$ cat src/hdl/wthf_pkg.sv
// Shared types and constants for the waveform threshold hit finder.
// Used by the sample cell, the result register and the core top level.
// Has no dependencies.
package wthf_pkg;

    localparam int PLANE_W    = 2;
    localparam int THRESH_W   = 12;
    localparam int AREA_W     = 26;
    localparam int PEAK_W     = 14;
    localparam int ABOVE_W    = 2;
    localparam int CFG_ADDR_W = 1;
    localparam int OUT_DATA_W = ((AREA_W + PEAK_W + 7) / 8) * 8;

    localparam logic [AREA_W-1:0]  AREA_MAX  = {AREA_W{1'b1}};
    localparam logic [PEAK_W-1:0]  PEAK_MAX  = {PEAK_W{1'b1}};
    localparam logic [ABOVE_W-1:0] ABOVE_MAX = 2'd2;

    // Plane code for negative-going pulses; every other code is positive-going.
    localparam logic [PLANE_W-1:0] PLANE_NEG = 2'd0;

    localparam logic [PLANE_W-1:0]  PLANE_RESET     = 2'd2;
    localparam logic [THRESH_W-1:0] THRESHOLD_RESET = 12'd5;

    // Configuration register indexes.
    localparam logic [CFG_ADDR_W-1:0] REG_PLANE     = 1'b0;
    localparam logic [CFG_ADDR_W-1:0] REG_THRESHOLD = 1'b1;

    // Open hit being built up, heights in thirds of ADC counts.
    typedef struct packed {
        logic [AREA_W-1:0]  area;
        logic [PEAK_W-1:0]  peak;
        logic [ABOVE_W-1:0] above;
        logic               in_hit;
    } hit_state_t;

    // A closed hit leaving one sample cell.
    typedef struct packed {
        logic              valid;
        logic [AREA_W-1:0] area;
        logic [PEAK_W-1:0] peak;
    } hit_emit_t;

    // A finished result as held in the output register.
    typedef struct packed {
        logic              tag;
        logic [PEAK_W-1:0] peak;
        logic [AREA_W-1:0] area;
    } hit_result_t;

endpackage

$ cat src/hdl/wthf_sample_cell.sv
// One sample step of the hit finder: threshold compare against the baseline,
// area and peak update, and hit close. Purely combinational.
// Depends on wthf_pkg.
module wthf_sample_cell import wthf_pkg::*; #(
    parameter int SAMPLE_BITS = 12
) (
    input  logic                   en,
    input  logic [SAMPLE_BITS-1:0] sample,
    input  logic [SAMPLE_BITS+1:0] baseline,
    input  logic [PLANE_W-1:0]     plane,
    input  logic [THRESH_W-1:0]    threshold,
    input  hit_state_t             hit_in,
    output hit_state_t             hit_out,
    output hit_emit_t              emit
);

    localparam int HW = SAMPLE_BITS + 2;
    localparam int MW = THRESH_W + 2;
    localparam int CW = ((HW > MW) ? HW : MW) + 1;

    logic [HW-1:0]     tripled;
    logic [MW-1:0]     margin;
    logic [CW-1:0]     tri_c;
    logic [CW-1:0]     base_c;
    logic [CW-1:0]     marg_c;
    logic              negative;
    logic              pass;
    logic [HW-1:0]     height;
    logic [AREA_W:0]   area_sum;
    logic [PEAK_W-1:0] peak_cand;

    always_comb begin
        tripled  = ({2'b00, sample} << 1) + {2'b00, sample};
        margin   = ({2'b00, threshold} << 1) + {2'b00, threshold};
        tri_c    = CW'(tripled);
        base_c   = CW'(baseline);
        marg_c   = CW'(margin);
        negative = (plane == PLANE_NEG);
        // For negative pulses the sample must sit more than the margin below
        // the baseline; the sum form also rejects a baseline below the margin.
        if (negative) begin
            pass   = (tri_c + marg_c) < base_c;
            height = baseline - tripled;
        end else begin
            pass   = tri_c > (base_c + marg_c);
            height = tripled - baseline;
        end
        area_sum  = {1'b0, hit_in.area} + (AREA_W + 1)'(height);
        peak_cand = (height > HW'(PEAK_MAX)) ? PEAK_MAX : PEAK_W'(height);
    end

    always_comb begin
        hit_out = hit_in;
        emit    = '0;
        if (en) begin
            if (pass) begin
                hit_out.in_hit = 1'b1;
                if (hit_in.above < ABOVE_MAX) begin
                    hit_out.above = hit_in.above + 1'b1;
                end
                hit_out.area = area_sum[AREA_W] ? AREA_MAX : area_sum[AREA_W-1:0];
                if (peak_cand > hit_in.peak) begin
                    hit_out.peak = peak_cand;
                end
            end else if (hit_in.in_hit && (hit_in.above >= ABOVE_MAX)) begin
                emit.valid = (hit_in.area != '0);
                emit.area  = hit_in.area;
                emit.peak  = hit_in.peak;
                hit_out    = '0;
            end
        end
    end

endmodule

$ cat src/hdl/wthf_out_reg.sv
// Result register of the hit finder: holds one finished hit until the
// downstream side takes it, and reports when it can take a new one.
// Depends on wthf_pkg.
module wthf_out_reg import wthf_pkg::*; (
    input  logic        aclk,
    input  logic        aresetn,
    input  logic        load,
    input  hit_result_t result_in,
    output logic        free,
    output logic        out_valid,
    input  logic        out_ready,
    output hit_result_t result_out
);

    logic        valid_reg;
    logic        valid_next;
    hit_result_t result_reg;

    always_comb begin
        free = !valid_reg || out_ready;
        if (load) begin
            valid_next = 1'b1;
        end else if (out_ready) begin
            valid_next = 1'b0;
        end else begin
            valid_next = valid_reg;
        end
    end

    always_ff @(posedge aclk) begin
        if (!aresetn) begin
            valid_reg <= 1'b0;
        end else begin
            valid_reg <= valid_next;
        end
    end

    always_ff @(posedge aclk) begin
        if (load) begin
            result_reg <= result_in;
        end
    end

    assign out_valid  = valid_reg;
    assign result_out = result_reg;

endmodule

$ cat src/hdl/waveform_threshold_hit_finder_core.sv
// Top level of the waveform threshold hit finder.
// Depends on wthf_pkg, wthf_sample_cell and wthf_out_reg.
// Usage:
//   The s_axis channel carries one ADC sample per request: tdata holds the
//   sample, tlast marks the last sample of a waveform, tuser is the stream tag.
//   The m_axis channel carries one request per closed hit with a positive area:
//   tdata holds area and peak in thirds of ADC counts, tuser echoes the tag of
//   the sample that closed the hit. Samples that close no hit give nothing.
//   Plane and threshold are written through cfg_wr_en/cfg_addr/cfg_wdata while
//   the block is idle; index 0 is the plane, index 1 the threshold.
// Timing:
//   A sample is registered at the edge that accepts it and evaluated in the
//   next cycle; a hit it closes loads the output register once the sample
//   advances, which waits while that register holds an untaken hit; otherwise
//   one sample per cycle is sustained. The third sample of a waveform runs
//   all three baseline samples through a chain of three sample cells at once.
// Reset and stall:
//   Reset sets plane to 2, threshold to 5 and clears the waveform position, the open hit and the valid flags.
//   While m_axis is stalled with a hit waiting, samples keep flowing until
//   another hit would close; then s_axis_tready drops until the hit is taken.
module waveform_threshold_hit_finder_core import wthf_pkg::*; #(
    parameter int SAMPLE_BITS = 12
) (
    input  logic                   aclk,
    input  logic                   aresetn,
    input  logic                   cfg_wr_en,
    input  logic [CFG_ADDR_W-1:0]  cfg_addr,
    input  logic [THRESH_W-1:0]    cfg_wdata,
    input  logic                   s_axis_tvalid,
    output logic                   s_axis_tready,
    // [SAMPLE_BITS-1:0] sample, rest zero
    input  logic [((SAMPLE_BITS+7)/8)*8-1:0] s_axis_tdata,
    input  logic                   s_axis_tlast,
    // [0] stream_tag
    input  logic                   s_axis_tuser,
    output logic                   m_axis_tvalid,
    input  logic                   m_axis_tready,
    // [25:0] area, [39:26] peak
    output logic [OUT_DATA_W-1:0]  m_axis_tdata,
    // [0] hit_tag
    output logic                   m_axis_tuser
);

    localparam int BW = SAMPLE_BITS + 2;

    localparam logic [1:0] POS_HOLD0 = 2'd0;
    localparam logic [1:0] POS_HOLD1 = 2'd1;
    localparam logic [1:0] POS_THIRD = 2'd2;
    localparam logic [1:0] POS_RUN   = 2'd3;

    // Configuration.
    logic [PLANE_W-1:0]  plane_reg;
    logic [THRESH_W-1:0] threshold_reg;

    // Input register.
    logic                   in_valid_reg;
    logic [SAMPLE_BITS-1:0] in_sample_reg;
    logic                   in_last_reg;
    logic                   in_tag_reg;

    // Waveform state.
    logic [1:0]             pos_reg;
    logic [1:0]             pos_next;
    logic [SAMPLE_BITS-1:0] held0_reg;
    logic [SAMPLE_BITS-1:0] held0_next;
    logic [SAMPLE_BITS-1:0] held1_reg;
    logic [SAMPLE_BITS-1:0] held1_next;
    logic [BW-1:0]          base_reg;
    logic [BW-1:0]          base_next;
    hit_state_t             hit_reg;
    hit_state_t             hit_next;

    logic          at_third;
    logic          running;
    logic [BW-1:0] sum3;
    logic [BW-1:0] base_now;
    hit_state_t    hit_a;
    hit_state_t    hit_b;
    hit_state_t    hit_c;
    hit_emit_t     emit_a;
    hit_emit_t     emit_b;
    hit_emit_t     emit_c;
    logic          emit;
    hit_result_t   result;
    hit_result_t   result_out;
    logic          out_free;
    logic          advance;
    logic          in_take;

    always_ff @(posedge aclk) begin
        if (!aresetn) begin
            plane_reg     <= PLANE_RESET;
            threshold_reg <= THRESHOLD_RESET;
        end else if (cfg_wr_en) begin
            unique case (cfg_addr)
                REG_PLANE:     plane_reg     <= cfg_wdata[PLANE_W-1:0];
                REG_THRESHOLD: threshold_reg <= cfg_wdata;
            endcase
        end
    end

    assign in_take       = s_axis_tvalid && s_axis_tready;
    assign s_axis_tready = !in_valid_reg || advance;

    always_ff @(posedge aclk) begin
        if (!aresetn) begin
            in_valid_reg <= 1'b0;
        end else if (in_take) begin
            in_valid_reg <= 1'b1;
        end else if (advance) begin
            in_valid_reg <= 1'b0;
        end
    end

    always_ff @(posedge aclk) begin
        if (in_take) begin
            in_sample_reg <= s_axis_tdata[SAMPLE_BITS-1:0];
            in_last_reg   <= s_axis_tlast;
            in_tag_reg    <= s_axis_tuser;
        end
    end

    // The baseline is formed when the third sample arrives and used at once.
    assign at_third = (pos_reg == POS_THIRD);
    assign running  = (pos_reg == POS_THIRD) || (pos_reg == POS_RUN);
    assign sum3     = BW'(held0_reg) + BW'(held1_reg) + BW'(in_sample_reg);
    assign base_now = at_third ? sum3 : base_reg;

    wthf_sample_cell #(.SAMPLE_BITS(SAMPLE_BITS)) u_cell_a (
        .en        (at_third),
        .sample    (held0_reg),
        .baseline  (base_now),
        .plane     (plane_reg),
        .threshold (threshold_reg),
        .hit_in    (hit_reg),
        .hit_out   (hit_a),
        .emit      (emit_a)
    );

    wthf_sample_cell #(.SAMPLE_BITS(SAMPLE_BITS)) u_cell_b (
        .en        (at_third),
        .sample    (held1_reg),
        .baseline  (base_now),
        .plane     (plane_reg),
        .threshold (threshold_reg),
        .hit_in    (hit_a),
        .hit_out   (hit_b),
        .emit      (emit_b)
    );

    wthf_sample_cell #(.SAMPLE_BITS(SAMPLE_BITS)) u_cell_c (
        .en        (running),
        .sample    (in_sample_reg),
        .baseline  (base_now),
        .plane     (plane_reg),
        .threshold (threshold_reg),
        .hit_in    (hit_b),
        .hit_out   (hit_c),
        .emit      (emit_c)
    );

    // At most one of the three cells closes a hit in any cycle.
    always_comb begin
        emit       = emit_a.valid || emit_b.valid || emit_c.valid;
        result.tag = in_tag_reg;
        priority if (emit_a.valid) begin
            result.area = emit_a.area;
            result.peak = emit_a.peak;
        end else if (emit_b.valid) begin
            result.area = emit_b.area;
            result.peak = emit_b.peak;
        end else begin
            result.area = emit_c.area;
            result.peak = emit_c.peak;
        end
    end

    assign advance = in_valid_reg && (!emit || out_free);

    always_comb begin
        pos_next   = pos_reg;
        held0_next = held0_reg;
        held1_next = held1_reg;
        base_next  = base_reg;
        hit_next   = hit_reg;
        if (advance) begin
            unique case (pos_reg)
                POS_HOLD0: begin
                    held0_next = in_sample_reg;
                    pos_next   = POS_HOLD1;
                end
                POS_HOLD1: begin
                    held1_next = in_sample_reg;
                    pos_next   = POS_THIRD;
                end
                POS_THIRD: begin
                    base_next = sum3;
                    hit_next  = hit_c;
                    pos_next  = POS_RUN;
                end
                POS_RUN: begin
                    hit_next = hit_c;
                end
            endcase
            // The end of a waveform drops any open hit and starts over.
            if (in_last_reg) begin
                pos_next = POS_HOLD0;
                hit_next = '0;
            end
        end
    end

    always_ff @(posedge aclk) begin
        if (!aresetn) begin
            pos_reg <= POS_HOLD0;
            hit_reg <= '0;
        end else begin
            pos_reg <= pos_next;
            hit_reg <= hit_next;
        end
    end

    always_ff @(posedge aclk) begin
        held0_reg <= held0_next;
        held1_reg <= held1_next;
        base_reg  <= base_next;
    end

    wthf_out_reg u_out_reg (
        .aclk       (aclk),
        .aresetn    (aresetn),
        .load       (advance && emit),
        .result_in  (result),
        .free       (out_free),
        .out_valid  (m_axis_tvalid),
        .out_ready  (m_axis_tready),
        .result_out (result_out)
    );

    assign m_axis_tdata = OUT_DATA_W'({result_out.peak, result_out.area});
    assign m_axis_tuser = result_out.tag;

endmodule

$ cat config.mk
export PLATFORM = sky130hd
export DESIGN_NAME = waveform_threshold_hit_finder_core
export DESIGN_NICKNAME = d
export VERILOG_FILES = /design/src/hdl/wthf_pkg.sv /design/src/hdl/wthf_sample_cell.sv /design/src/hdl/wthf_out_reg.sv /design/src/hdl/waveform_threshold_hit_finder_core.sv
export SDC_FILE = /design/constraint.sdc
export NUM_CORES = 1
export LEC_CHECK = 0
export BUFFER_PORTS_ARGS = -buffer_cell sky130_fd_sc_hd__buf_2
export CAP_MARGIN = 5
export CORE_MARGIN = 2
export CORE_UTILIZATION = 37
export CTS_CLUSTER_SIZE = 10
export DETAILED_ROUTE_END_ITERATION = 12
export GPL_TIMING_DRIVEN = 0
export PLACE_DENSITY = 0.59
export SLEW_MARGIN = 20
export SYNTH_ARGS = -nofsm -noshare
export SYNTH_HDL_FRONTEND = slang
export SYNTH_SLANG_ARGS = --single-unit
export TNS_END_PERCENT = 100
$ cat constraint.sdc
create_clock -name aclk -period 22.5 [get_ports aclk]
set_clock_uncertainty 0.15 [all_clocks]
set_input_delay 1.125 -clock aclk [delete_from_list [all_inputs] [get_ports aclk]]
set_output_delay 1.125 -clock aclk [all_outputs]
set_load 0.01 [all_outputs]
Word level (Yosys, flattened, before mapping). Index checks and enable logic that the tools add are counted.

Logic and storage cells: 140. Input bits: 36. Output and inout port bits: 43. Register bits after elaboration: 154.

$lt $le $gt $ge: 18. Add/subtract/negate cells: 22. Muxes and demuxes: 47. Reduce and logical (&&, ||, !) cells: 31. Bitwise logic cells: 1. Equality and inequality tests: 3.

Operators by type and width (number): $mux 43 (11); $mux 41 (9); $mux 14 (10); $sub 14x14->14 (6); $add 26x14->27 (3); $mux 40 (2); $mux 26 (3); $reduce_bool 26->1 (3); $add 13x12->14 (5); $add 14x14->15 (4); $gt 14x15->1 (3); $lt 15x14->1 (3); $gt 14x14->1 (3); $gt 14x14->1 const B (3); $add 12x12->13 (1); $reduce_and 2->1 (6); $mux 2 (4); $mux 1 (7); $add 2x1->2 const B (3); $ge 2x2->1 const B (3); $logic_and 1x1->1 (6); $logic_or 1x1->1 (6); $lt 2x2->1 const B (3); $pmux 2 s3 (1); other kinds (8) (14).

Logic depth before layout (Yosys ltp).
Depth after elaboration: 28. Depth in mapped cells: 71. Mapped depth without buffers: 65.

By module. From an unflattened synthesis, not the netlist that was laid out.

Cells, all modules: 3325. Area total of the unflattened synthesis: 26516.7 um^2.

By module, submodules not included: wthf_sample_cell at u_cell_b (area each 6750.2 um^2, sequential area each 0.0 um^2, cells an instance 919, times used 1); wthf_sample_cell at u_cell_c (area each 6409.9 um^2, sequential area each 0.0 um^2, cells an instance 926, times used 1); wthf_sample_cell at u_cell_a (area each 6165.9 um^2, sequential area each 0.0 um^2, cells an instance 864, times used 1); waveform_threshold_hit_finder_core (area each 5910.7 um^2, sequential area each 2762.6 um^2, cells an instance 571, times used 1); wthf_out_reg (area each 1280.0 um^2, sequential area each 1251.2 um^2, cells an instance 45, times used 1).

Worst setup path after synthesis. No wires, ideal clock.

Path kind: register to register. Start point: register pos_reg[0]. End point: register hit_reg[31] (netlist bit). Slack: 8.577 ns. Data arrival time: 13.701 ns. Stages on the path, launching flop included: 68. Data required time: 22.278 ns. Clock period less this slack: 13.923 ns. Cell sequence: dfxtp_1 inv_1 ha_1 buf_6 clkbuf_1 clkbuf_1 buf_1 clkbuf_1 clkbuf_1 buf_1 clkbuf_1 nor2_1 a21oi_1 inv_1 ha_1 clkbuf_1 a21o_1 a21o_1 [... 32 more ...] inv_1 fa_1 nor2b_1 o21ai_0 a21boi_0 o21ai_0 a21oi_1 o21ai_0 a21oi_1 nor4_1 o41a_1 nor4_1 o21a_1 nand4b_1 or4b_4 nor2_1 o21ai_0 mux2i_1.

Longest elaborated chain between the ends: 22.

Ends and longest elaborated chain: from (decl) (RTL line waveform_threshold_hit_finder_core.sv:62) `logic [1:0] pos_reg;`; from (signal assigned) (RTL line waveform_threshold_hit_finder_core.sv:218) `pos_reg <= pos_next;`; $eq 2x2->1 (*) (RTL line waveform_threshold_hit_finder_core.sv:124) `assign at_third = (pos_reg == POS_THIRD);`; $mux 14 (*); via base_now[2] (RTL line waveform_threshold_hit_finder_core.sv:76) `logic [BW-1:0] base_now;`; parallel branches: the longest is 20 deep, another holds $add 26x14->27; to (signal assigned) (RTL line waveform_threshold_hit_finder_core.sv:219) `hit_reg <= hit_next;`; to (decl) (RTL line waveform_threshold_hit_finder_core.sv:70) `hit_state_t hit_reg;`.

Mark *: on every way through the listed nets, which the timed path passes. The select of a mux whose other input is x is not followed. A chain may end at the register's enable or synchronous reset.

Worst setup path in the final report.
Start point: register pos_reg[0]. End point: register hit_reg[35] (netlist bit).

The elaborated chain is that of the path after synthesis.

==> results.cfg <==
[clock_tree]
cts_buffers = 17
path_clk_slew_ns = 0.07
h-tree-depth = 4
worst_skew_pair.late_latency_ns = 0.51
clock_sinks = 154
cts_tree = built
cts_root_buf = clkbuf_16
clockBufferDepth = 2
cts_hold_buf = 0
post_cts_buffers = 0
cts_resized = 0

[floorplan]
boundaryPins = 79
die_w_um = 253.5
core_mm2 = 0.06160
fp.dieArea_mm2 = 0.06429
chipHeight_um = 253.5
start_util_pct = 37.41
fp-row-count = 91

[synthesis]
yosysMostFrequentCell = ha_1
synthArstFlopShare_pct = 0
synth_warnings = 0
synth_top_family_by_area = compound AO/OA/AOI/OAI gates
netlist-cell-type-count = 103
ys_seq_area_share_pct = 17.42
yosys.area_share.simple_pct = 14.91
syn_area_per_cell_um2 = 8.062
synthXorXnorAreaFrac_pct = 7.983
ys_top_cells_by_count = ha_1, a21oi_1, nand2_1
syn_inst = 2858
synth_mux_area_share_pct = 3.383
synth_compound_area_share_pct = 28.43
synthFlopType = edfxtp_1
synth_top_area_cell = ha_1
syn_nets = 3286
syn_area_mm2 = 0.02304
synth_seq_cells = 154
synth_area_leaders = ha_1, edfxtp_1, a21oi_1
yosysTopAreaCellShare_pct = 19.66
synthAdderAreaFrac_pct = 22.26
synth-edff-count = 93

[drt]
route.detailed.drc = 0
drt_iter0_drc = 2390
firstDrtPassIters = 8
vias = 22850
routed_wirelength_mm = 93.28
wl_per_cell_um = 24.53
ant_nets = 0
viasPerCell = 6.008

[power]
pwr_density_cell_mw_per_mm2 = 68.85
ir_drop_mv = 0.07076
fin_total_pwr_w = 0.001728
leakagePower_nw = 11.06

[sta]
setup_tns_ns = 0
setup_violations = 0
hold_viol = 0
rsz0062_at_grt = false
drv_slew = 0
fin_crit_ns = 20.80
tightest_slew_ns = 1.193
fin_crit_sh_pct = 92.46
clock.fmax_mhz = 48.07
relSlewSlack_pct = 20.48

[critical_path]
worstSetupPathType = flip-flop to flip-flop
path_common_cell = a21oi_1
arrival_ns = 21.08
max_stage_delay_ns = 0.89
cp_max_fo = 10
r2r_slack_ns = 1.70
worst_ep_required_time_ns = 22.78
crit_path_start_kind = flip-flop
crit_path_end_kind = flip-flop
slowest_stage = buf_1

[place]
dp_hpwl_mm = 77.37
gp_congestion = 1.015
io_buffers = 73
postPlaceCellArea_mm2 = 0.02449

[layout]
area_growth_pct = 8.906
largest_reg_flops = 43
nets = 3380
final_layout_size_suffix_gt1_share_pct = 6.476
fin_area_mm2 = 0.02509

[global_routing]
grt_use_met2_pct = 44.47
grt_pass1_vias = 21630
grt_antenna_before_repair = 0
grt_pass1_wl_mm = 137.3
grt_busiest_layer = met2
grtUsageMet1_pct = 38.40
globalRouteTotalUtil_pct = 28.86
grt_max_degree = 33
globalRoute.totalOverflow = 0
use_met3_pct = 6.146

[worst_hold_path]
hold_class = flip-flop to flip-flop

[outcome]
status = finished, final reports clean

[flow_run]
maxCapViolations = 0
critical path: cells and delay by family (launching register included):
family / cells / cell delay, ns
flip-flops: 1 / 0.34
adder cells (fa/ha/maj): 6 / 2.01
AND/OR/NAND/NOR: 14 / 3.30
XOR/XNOR: 1 / 0.44
AO/OA/AOI/OAI: 33 / 8.58
buffers and inverters: 13 / 5.67
multiplexers: 1 / 0.21
cell usage in the layout, fill, tap and decap left out, types with 24 or more instances in the layout:
| cell type | Yosys | final |
|---|---|---|
| a21o_1 | 108 | 108 |
| a21oi_1 | 272 | 272 |
| a22oi_1 | 35 | 35 |
| buf_2 | 13 | 86 |
| clkbuf_1 | 90 | 89 |
| dfxtp_1 | 61 | 61 |
| edfxtp_1 | 93 | 93 |
| fa_1 | 30 | 30 |
| ha_1 | 362 | 362 |
| inv_1 | 208 | 208 |
| mux2i_1 | 61 | 61 |
| nand2_1 | 229 | 229 |
| nand2b_1 | 24 | 24 |
| nand3_1 | 59 | 59 |
| nand4_1 | 40 | 40 |
| nor2_1 | 181 | 181 |
| nor2b_1 | 47 | 46 |
| nor3_1 | 39 | 39 |
| o21a_1 | 39 | 39 |
| o21ai_0 | 156 | 156 |
| o21bai_1 | 61 | 61 |
| o22ai_1 | 25 | 25 |
| xnor2_1 | 146 | 146 |
| xor2_1 | 64 | 64 |
cell families after synthesis:
group / after synthesis
flops: 154
mux: 76
xor+xnor: 210
simple gates: 723
fa+ha+maj: 392
buf+inv: 331
compound gates: 972
power by group:
part           leakage, nW  total, W  switching, W  internal, W
logic                 9.33   0.00110      0.000694     0.000406
clock network        0.281  0.000314      0.000140     0.000174
registers             1.45  0.000314    0.00000875     0.000305
total                 11.1   0.00173      0.000843     0.000884
through the flow:
step / worst slack, ns / utilization (%) / cells / hold WS, ns
floorplan: 8.577 / - / 2858 / 0.2503
global placement: 1.932 / 39.70 / 3768 / 0.2526
detailed placement: 2.556 / 39.76 / 3770 / 0.2768
CTS: 2.504 / 40.73 / 3802 / 0.2751
global route: 0.9347 / 40.73 / 3802 / 0.2920
finish: 1.696 / 40.74 / 3803 / 0.2740
final cells by class:
class                      count  area [um^2]
buffer                       119        495.5
multi-input combinational   2373        17740
clock buffer                  17        425.4
antenna                        1        2.502
clock inverter                15        173.9
inverter                     212        798.3
fill                        6338        36510
tap                          837         1047
sequential                   154         4014
timing repair buffer          75        396.6
final timing paths:
| path | start | to | cells after the start |
|---|---|---|---|
| worst min-delay path | in_tag_reg | u_out_reg.result_out[40] | 0 |
| worst max register to register | pos_reg[0] | hit_reg[35] | 68 |
| worst min register to register | in_tag_reg | u_out_reg.result_out[40] | 0 |
| worst max-delay path | pos_reg[0] | hit_reg[35] | 68 |
metal layers:
| metal | wire length [um] | vias up |
|---|---|---|
| li1 | - | 10750 |
| met1 | 40890 | 10880 |
| met2 | 40160 | 1034 |
| met3 | 7789 | 193 |
| met4 | 4442 | 0 |
| met5 | 0 | - |
Power figures use the tool's default switching activity.
